### config.mk
export PLATFORM = sky130hd
export DESIGN_NAME = sts_ctrl
export DESIGN_NICKNAME = d
export VERILOG_FILES = /design/src/design/sts_pkg.sv /design/src/design/sts_ctrl.sv
export SDC_FILE = /design/constraint.sdc
export NUM_CORES = 1
export LEC_CHECK = 0
export BUFFER_PORTS_ARGS = -buffer_cell sky130_fd_sc_hd__clkbuf_2
export CELL_PAD_IN_SITES_DETAIL_PLACEMENT = 1
export CELL_PAD_IN_SITES_GLOBAL_PLACEMENT = 1
export CORE_MARGIN = 8
export CORE_UTILIZATION = 36
export DETAILED_ROUTE_END_ITERATION = 10
export GPL_TIMING_DRIVEN = 0
export PLACE_DENSITY = 0.78
export REMOVE_ABC_BUFFERS = 1
export SLEW_MARGIN = 20
export SYNTH_ARGS = -nofsm -noshare
export SYNTH_HDL_FRONTEND = slang
export SYNTH_SLANG_ARGS = --single-unit
### constraint.sdc
create_clock -name i_clk -period 3.02 [get_ports i_clk]
set_clock_uncertainty 0.05 [all_clocks]
set_input_delay 0 -clock i_clk [delete_from_list [all_inputs] [get_ports i_clk]]
set_output_delay 0 -clock i_clk [all_outputs]
set_load 0.1 [all_outputs]
### src/design/sts_pkg.sv
// ----------------------------------------------------------------------------
// sts_pkg
// Shared types and constants of the sorted table binary search block.
// ----------------------------------------------------------------------------
package sts_pkg;

    localparam int TABLE_DEPTH_DEF = 1024;
    localparam int SLOT_W          = 10;
    localparam int DATA_W          = 32;
    localparam int SIZE_W          = 11;
    localparam int POS_W           = 10;

    localparam logic REQ_LOAD   = 1'b0;
    localparam logic REQ_SEARCH = 1'b1;

    typedef struct packed {
        logic                     req_type;
        logic [SLOT_W-1:0]        slot;
        logic signed [DATA_W-1:0] data_value;
    } t_req;

    typedef struct packed {
        logic             found;
        logic [POS_W-1:0] position;
    } t_rsp;

    typedef enum logic [1:0] {
        ST_IDLE,
        ST_ISSUE,
        ST_COMPARE
    } t_state;

endpackage

### src/design/sts_ctrl.sv
// ----------------------------------------------------------------------------
// sts_ctrl
// Search sequencer: holds the size register, steers loads into the table and
// walks the probe sequence, one table read and one compare per probe.
// ----------------------------------------------------------------------------
module sts_ctrl #(
    parameter int TABLE_DEPTH = sts_pkg::TABLE_DEPTH_DEF,
    parameter int AW          = $clog2(TABLE_DEPTH),
    parameter int CW          = $clog2(TABLE_DEPTH + 1)
) (
    input  logic                              i_clk,
    input  logic                              i_rst_n,
    input  logic                              start,
    output logic                              busy,
    input  sts_pkg::t_req                     i_req,
    input  logic                              i_cfg_we,
    input  logic [sts_pkg::SIZE_W-1:0]        i_cfg_wdata,
    output logic                              o_valid,
    output sts_pkg::t_rsp                     o_rsp,
    output logic                              o_we,
    output logic [AW-1:0]                     o_waddr,
    output logic signed [sts_pkg::DATA_W-1:0] o_wdata,
    output logic                              o_re,
    output logic [AW-1:0]                     o_raddr,
    input  logic signed [sts_pkg::DATA_W-1:0] i_rdata
);

    sts_pkg::t_state r_state, n_state;

    logic [sts_pkg::SIZE_W-1:0]        r_size;
    logic [CW-1:0]                     r_lo, n_lo;
    logic [CW-1:0]                     r_hi, n_hi;
    logic [CW-1:0]                     r_mid, n_mid;
    logic signed [sts_pkg::DATA_W-1:0] r_key, n_key;
    logic                              r_valid, n_valid;
    sts_pkg::t_rsp                     r_rsp, n_rsp;

    logic          w_accept;
    logic [CW:0]   w_sum;
    logic [CW-1:0] w_mid;
    logic [CW-1:0] w_count;

    assign w_accept = start && (r_state == sts_pkg::ST_IDLE);

    // A configured size above the table depth is treated as the full depth.
    assign w_count = (32'(r_size) > 32'(TABLE_DEPTH)) ? CW'(TABLE_DEPTH) : CW'(r_size);

    // The range is held half open as [lo, hi); the midpoint is floor((lo+hi-1)/2).
    assign w_sum = (CW+1)'(r_lo) + (CW+1)'(r_hi) - (CW+1)'(1);
    assign w_mid = w_sum[CW:1];

    always_ff @(posedge i_clk) begin
        if (!i_rst_n) begin
            r_size <= '0;
        end else if (i_cfg_we) begin
            r_size <= i_cfg_wdata;
        end
    end

    always_comb begin
        n_state = r_state;
        case (r_state)
            sts_pkg::ST_IDLE: begin
                if (w_accept && i_req.req_type == sts_pkg::REQ_SEARCH) begin
                    n_state = sts_pkg::ST_ISSUE;
                end
            end
            sts_pkg::ST_ISSUE: begin
                n_state = (r_lo < r_hi) ? sts_pkg::ST_COMPARE : sts_pkg::ST_IDLE;
            end
            sts_pkg::ST_COMPARE: begin
                n_state = (r_key == i_rdata) ? sts_pkg::ST_IDLE : sts_pkg::ST_ISSUE;
            end
            default: n_state = sts_pkg::ST_IDLE;
        endcase
    end

    always_comb begin
        n_lo    = r_lo;
        n_hi    = r_hi;
        n_mid   = r_mid;
        n_key   = r_key;
        n_valid = 1'b0;
        n_rsp   = r_rsp;
        o_re    = 1'b0;
        case (r_state)
            sts_pkg::ST_IDLE: begin
                if (w_accept) begin
                    n_lo  = '0;
                    n_hi  = w_count;
                    n_key = i_req.data_value;
                end
            end
            sts_pkg::ST_ISSUE: begin
                if (r_lo < r_hi) begin
                    o_re  = 1'b1;
                    n_mid = w_mid;
                end else begin
                    n_valid        = 1'b1;
                    n_rsp.found    = 1'b0;
                    n_rsp.position = '0;
                end
            end
            sts_pkg::ST_COMPARE: begin
                if (r_key < i_rdata) begin
                    n_hi = r_mid;
                end else if (r_key > i_rdata) begin
                    n_lo = r_mid + CW'(1);
                end else begin
                    n_valid        = 1'b1;
                    n_rsp.found    = 1'b1;
                    n_rsp.position = sts_pkg::POS_W'(r_mid);
                end
            end
            default: begin
                n_valid = 1'b0;
            end
        endcase
    end

    always_ff @(posedge i_clk) begin
        if (!i_rst_n) begin
            r_state <= sts_pkg::ST_IDLE;
            r_valid <= 1'b0;
        end else begin
            r_state <= n_state;
            r_valid <= n_valid;
        end
    end

    always_ff @(posedge i_clk) begin
        r_lo  <= n_lo;
        r_hi  <= n_hi;
        r_mid <= n_mid;
        r_key <= n_key;
        r_rsp <= n_rsp;
    end

    // A load is written straight into the table at the edge that accepts it.
    assign o_we    = w_accept && (i_req.req_type == sts_pkg::REQ_LOAD)
                     && (32'(i_req.slot) < 32'(TABLE_DEPTH));
    assign o_waddr = AW'(i_req.slot);
    assign o_wdata = i_req.data_value;
    assign o_raddr = AW'(w_mid);

    assign busy    = (r_state != sts_pkg::ST_IDLE);
    assign o_valid = r_valid;
    assign o_rsp   = r_rsp;

endmodule

==> results of run 1 <==
## metal layers
layer  up-vias  track usage [%]
li1       2061                -
met2       109             32.3
met5         -                0
met1      2124             17.5
met4         0             7.60
met3        29             3.86
## cells by family after synthesis
family          count (synthesis)  share of synthesized area (%)
compound gates                 77                           9.21
xor+xnor                       12                           1.91
fa+ha+maj                      68                           15.6
buf+inv                       141                           13.1
flops                          90                           46.5
mux                            12                           2.20
simple gates                  118                           11.5
## repair_timing
action                                 in CTS  in global routing
resized for setup                          25                 22
pin swaps                                   2                  9
hold buffers                               53                  0
setup buffers                               4                  8
endpoints found under the hold margin      53                  0
setup endpoints to repair                  16                 36
## stage by stage
step / area, µm² / utilization [%] / power, mW / worst slack (ps) / TNS [ps]
after global placement: 6020 / 39.9 / 4.99 / -779 / -19880
after global routing: 7180 / 47.6 / 7.08 / -122 / -240
final: 7180 / 47.6 / 6.81 / -19.3 / -19.3
after floorplan: 5100 / - / 4.21 / -915 / -6610
after detailed placement: 6060 / 40.2 / 5.12 / -313 / -3670
after CTS: 7000 / 46.4 / 6.61 / -99.0 / -130
## sequential cells by signal (all words and copies together), names as in the netlist
| signal | flops |
|---|---|
| r_mid | 11 |
| r_hi | 11 |
| o_rsp | 11 |
| r_state | 2 |
| r_lo | 11 |
| r_size | 11 |
| o_valid | 1 |
| r_key | 32 |
## cells in the mapped netlist (7+ instances only)
| master | n |
|---|---|
| nor2_1 | 22 |
| xnor2_1 | 7 |
| o21ai_0 | 12 |
| edfxtp_1 | 76 |
| nor2b_1 | 15 |
| nand3_1 | 13 |
| inv_1 | 83 |
| buf_4 | 52 |
| and2_1 | 14 |
| dfxtp_1 | 14 |
| a21o_1 | 14 |
| mux2i_1 | 11 |
| nand4_1 | 8 |
| nand2_1 | 20 |
| ha_1 | 67 |
| a21oi_1 | 25 |
## final cells by class
class | count | area, µm²
fill | 1691 | 7910
sequential | 90 | 2560
multi-input combinational | 287 | 2400
timing repair buffer | 204 | 1400
inverter | 83 | 314
tap | 188 | 235
clock buffer | 11 | 233
clock inverter | 5 | 31.3
antenna | 1 | 2.50
## where the power goes
group / switching [mW] / internal (mW) / leakage, nW / total [mW]
clock: 0.485 / 0.556 / 0.131 / 1.04
combinational: 2.84 / 1.13 / 2.39 / 3.97
sequential: 0.134 / 1.66 / 0.849 / 1.80
## worst register-to-register path: stages (launching register included)
cell       delay (ps)
edfxtp_1          400
inv_2             110
ha_4              210
inv_1             110
ha_4              170
inv_2              40
fa_2              400
inv_2              60
a21o_1            140
a21oi_4            70
o211a_1           250
buf_4             130
buf_4             120
o21ai_0           190
nand4bb_1         180
## final timing paths
| path | from | to | slack [ps] |
|---|---|---|---|
| worst min register to register | r_size[8] | r_size[8] | 510 |
| worst max register to register | r_hi[1] | r_mid[10] | 80 |
| worst min-delay path | i_rst_n | r_size[8] | 80 |
| worst max-delay path | r_lo[2] | o_raddr[9] | -20 |
==> summary.md, run 1 <==
| Metric | Value |
|---|---|
| Slowest CP cell | or4_4 |
| Commonest non-fill, non-tap cell in the layout | clkbuf_2 |
| Top Metal Used | met4 |
| 1st-iter DRT viols | 142 |
| Worst Hold Depth | 2 |
| Clock sinks | 90 |
| HPWL Detailed | 11900 µm |
| Post-Synthesis Cell Area | 0.00551 mm² |
| GR Util All Layers | 17.0% |
| Crit path max fanout | 3 |
| Cells after Synth | 518 |
| Failing checks | setup timing |
| Worst rel slew slack | 33.4% |
| Cell Count, Final, Fillers Out | 869 |
| DP Cell Count | 787 |
| Ys flop type | edfxtp_1 |
| Commonest non-fill, non-tap cells in the layout | clkbuf_2 (131), inv_1 (76), edfxtp_1 (76) |
| Syn Area/Cell | 10.6 µm² |
| Largest area contributor in the netlist | edfxtp_1 |
| Seq/Total Area, Yosys | 46.5% |
| Die W | 140 µm |
| Critical Path Start Type | register |
| Core area | 0.0151 mm² |
| Area Growth Syn to Fin | 30.2% |
| Metal3 WL | 659 µm |
| Hold Path Class | in2reg |
| CTS Buf Count | 9 |
| Grt ovf | 0 |
| Wire length per cell | 19.9 µm |
| DR vias/cell | 4.97 |
| Worst-skew pair later-pin latency | 350 ps |
| Post-synth top area share | 41.4% |
| Fin crit share | 101% |
| Antenna-violating nets left | 0 |
| H-tree depth | 3 |
| Min cycle time layout | 3040 ps |
| Delay-heaviest family, CP | compound AO/OA/AOI/OAI gates |
| Yosys warns | 0 |
| Worst setup margin | -19.3 ps |
| # IOs | 157 |
| Final GP Congestion | 0.802 |
| Crit path arrival time | 2990 ps |
| Final #Nets | 833 |
| First-pass GRT wire length | 26300 µm |
| Initial Utilization | 36.5% |
| Synth cell types | 48 |
| Crit. End Element | output pin |
| TritonCTS clock tree | built |
| Hold slack final | 78.0 ps |
| Synth top area cells | edfxtp_1 (41%), ha_1 (15%), buf_4 (7.1%) |
| Outcome | finished, violations left |
| Final WL | 17300 µm |
| Initial antenna violation count | 1 |
| Port Buf Inserts | 136 |
| Leakage | 3.37 nW |
| Final Max Tran Viols | 0 |
| Via count | 4323 |
| Unrepaired setup endpoints after global routing | true |
| Root buf cell | clkbuf_16 |
| Routed wl met2 | 9570 µm |
| Fmax | 329 MHz |
| Max-cap violations | 0 |
| Worst path bufs/invs | 3 |
| Clk buf depth | 2 |
| Worst-Margin Slew | 995 ps |
| Number of flops mapped to enable cells by yosys | 76 |
| Reg2reg path depth | 14 |
| Met1 WL | 6560 µm |
| DIE AREA | 0.0195 mm² |
| Pwr dens | 948 mW/mm² |
| Hold Violations, Final | 0 |
| Peak VDD IR | 0.869 mV |
| CP Data Required Time | 2970 ps |
| Pin count of the biggest net entering global routing | 34 |
| Final setup viols | 1 |
| Clock-pin slew on the worst setup and hold paths | 70 ps |
| Share of cells above drive strength 1 | 29.1% |
| Critical path, cell by cell | inv_2 -> ha_4 -> inv_1 -> ha_1 -> a21o_1 -> a21oi_2 -> o21ai_2 -> or4_4 -> a211o_1 -> o211ai_1 -> clkbuf_8 |
| Die Y | 140 µm |
| DRC | 0 |
| Vias in the first global route | 4941 |
| Async S/R FF share, synth | 0% |
| Worst setup path class | reg2out |
| CP peak stage delay | 430 ps |
| Yosys reg bits | 90 |
| Row cnt | 45 |
| DRT Pass-1 Iters | 4 |
| Critical Path Stages | 11 |
No activity file was read; power rests on OpenSTA's default activity.
==> run 2: changes to the inputs <==
Settings changed: SKIP_LAST_GASP set to 1.
==> summary.md, run 2 (same netlist as run 1, synthesis figures left out) <==
| Metric | Value |
|---|---|
| Cell Count, Final, Fillers Out | 869 (unchanged) |
| Wire length per cell | 19.8 µm (-0.16%) |
| Delay-heaviest family, CP | compound AO/OA/AOI/OAI gates |
| Hold Violations, Final | 0 (unchanged) |
| Largest Register | r_key |
| Worst-skew pair later-pin latency | 350 ps (about the same) |
| Commonest non-fill, non-tap cell in the layout | clkbuf_2 |
| Row cnt | 45 (unchanged) |
| Crit path arrival time | 2990 ps (about the same) |
| Die W | 140 µm (unchanged) |
| 1st-iter DRT viols | 159 (+12%) |
| TritonCTS clock tree | built |
| Critical Path Start Type | register |
| Vias in the first global route | 4941 (unchanged) |
| Die Y | 140 µm (unchanged) |
| Unrepaired setup endpoints after global routing | true |
| Port Buf Inserts | 136 (unchanged) |
| Final WL | 17200 µm (-0.16%) |
| Area Growth Syn to Fin | 30.1% (about the same) |
| Share of cells above drive strength 1 | 29.0% (-0.15 points) |
| Pwr dens | 948 mW/mm² (about the same) |
| Crit. End Element | output pin |
| DIE AREA | 0.0195 mm² (unchanged) |
| # IOs | 157 (unchanged) |
| CP Data Required Time | 2970 ps (about the same) |
| Leakage | 3.37 nW (about the same) |
| Worst-Margin Slew | 995 ps (unchanged) |
| Fin crit share | 101% (about the same) |
| Final #Nets | 833 (unchanged) |
| Hold Path Class | in2reg |
| Final instance area | 0.00717 mm² (about the same) |
| Worst path bufs/invs | 3 (unchanged) |
| First-pass GRT wire length | 26300 µm (unchanged) |
| Initial Utilization | 36.5% (unchanged) |
| DP Area | 0.00606 mm² (unchanged) |
| CP peak stage delay | 430 ps (about the same) |
| DR vias/cell | 4.97 (-0.12%) |
| Max-cap violations | 0 (unchanged) |
| H-tree depth | 3 (unchanged) |
| Post-place setup slack | -313 ps (unchanged) |
| Clock-pin slew on the worst setup and hold paths | 70 ps (about the same) |
| Failing checks | setup timing |
| HPWL Detailed | 11900 µm (unchanged) |
| Grt ovf | 0 (unchanged) |
| CTS Buf Count | 9 (unchanged) |
| Slowest CP cell | or4_4 |
| Clock sinks | 90 (unchanged) |
| Layout filler cell count | 1692 (+0.059%) |
| DRT Pass-1 Iters | 4 (unchanged) |
| Via count | 4318 (-0.12%) |
| Critical path, cell by cell | inv_2 -> ha_4 -> inv_1 -> ha_1 -> a21o_1 -> a21oi_2 -> o21ai_2 -> or4_4 -> a211o_1 -> o211ai_1 -> clkbuf_8 |
| DRC | 0 (unchanged) |
| Pin count of the biggest net entering global routing | 34 (unchanged) |
| GR Util All Layers | 17.0% (unchanged) |
| Clk buf depth | 2 (unchanged) |
| Core area | 0.0151 mm² (unchanged) |
| Worst setup path class | reg2out |
| Antenna-violating nets left | 0 (unchanged) |
| Worst setup margin | -18.9 ps (+0.438 ps) |
| Root buf cell | clkbuf_16 |
| Peak VDD IR | 0.869 mV (about the same) |
| Crit path max fanout | 3 (unchanged) |
| Fmax | 329 MHz (about the same) |
| Initial antenna violation count | 1 (unchanged) |
| DP Cell Count | 787 (unchanged) |
| Worst rel slew slack | 33.4% (unchanged) |
| Final Max Tran Viols | 0 (unchanged) |
| Outcome | finished, violations left |
| Final setup viols | 1 (unchanged) |
| Max reg flops | 32 (unchanged) |
| Final GP Congestion | 0.802 (unchanged) |
| Min cycle time layout | 3040 ps (-0.438 ps) |
| Commonest non-fill, non-tap cells in the layout | clkbuf_2 (131), inv_1 (76), edfxtp_1 (76) |
run 2: cell counts in the layout (fill, tap and decap cells not counted):
Identical to the previous run, type by type.
run 2: layout make-up:
type,instances,area (µm²),share of cell area (%)
Clock inverter,5,31.3,0.436
Antenna cell,1,2.50,0.0349
Clock buffer,11,233,3.24
Multi-Input combinational cell,287,2390,33.3
Tap cell,188,235,3.28
Sequential cell,90,2560,35.7
Timing Repair Buffer,204,1400,19.6
Inverter,83,314,4.38
run 2: worst paths after layout:
path	startpoint	end	slack, ps	depth (start not counted)
worst max register to register	r_hi[1]	r_mid[10]	90	14
worst max-delay path	r_lo[2]	o_raddr[9]	-20	11
worst min-delay path	i_rst_n	r_size[8]	80	2
worst min register to register	r_size[8]	r_size[8]	510	2
run 2: metal layers:
metal / up-vias / GRT usage (%) / routed length (µm)
met3: 29 / 3.86 / 661
met1: 2123 / 17.5 / 6500
met5: - / 0 / 0
met2: 105 / 32.3 / 9610
met4: 0 / 7.60 / 465
li1: 2061 / - / -
run 2: worst register-to-register path, stage by stage, from the launching register on:
cell and delay (ps):
edfxtp_1 400, inv_2 110, ha_4 210, inv_1 110, ha_4 170, inv_2 40, fa_2 400, inv_2 60
a21o_1 140, a21oi_4 70, o211a_1 250, buf_4 130, buf_4 120, o21ai_0 190, nand4bb_1 180
run 2: per-stage QoR:
stage / TNS (ps) / utilization (%) / power (mW) / hold WS (ps)
after floorplan: -6610 / - / 4.21 / -50.0
after global placement: -19880 / 39.9 / 4.99 / -48.8
after detailed placement: -3670 / 40.2 / 5.12 / -48.8
after CTS: -230 / 46.3 / 6.60 / 46.6
after global routing: -407 / 47.5 / 7.08 / 102
final: -18.9 / 47.5 / 6.80 / 79.9
run 2: what timing repair did:
item	4_1_cts	5_1_grt
hold buffers	53	0
hold endpoints to repair	53	0
resized for setup	22	24
setup endpoints to repair	16	36
buffers inserted	4	8
pin swaps	2	9
run 2: report_power, final:
part	internal [mW]	switching, mW	total, mW
combinational	1.13	2.83	3.96
clock	0.556	0.483	1.04
sequential	1.66	0.134	1.80
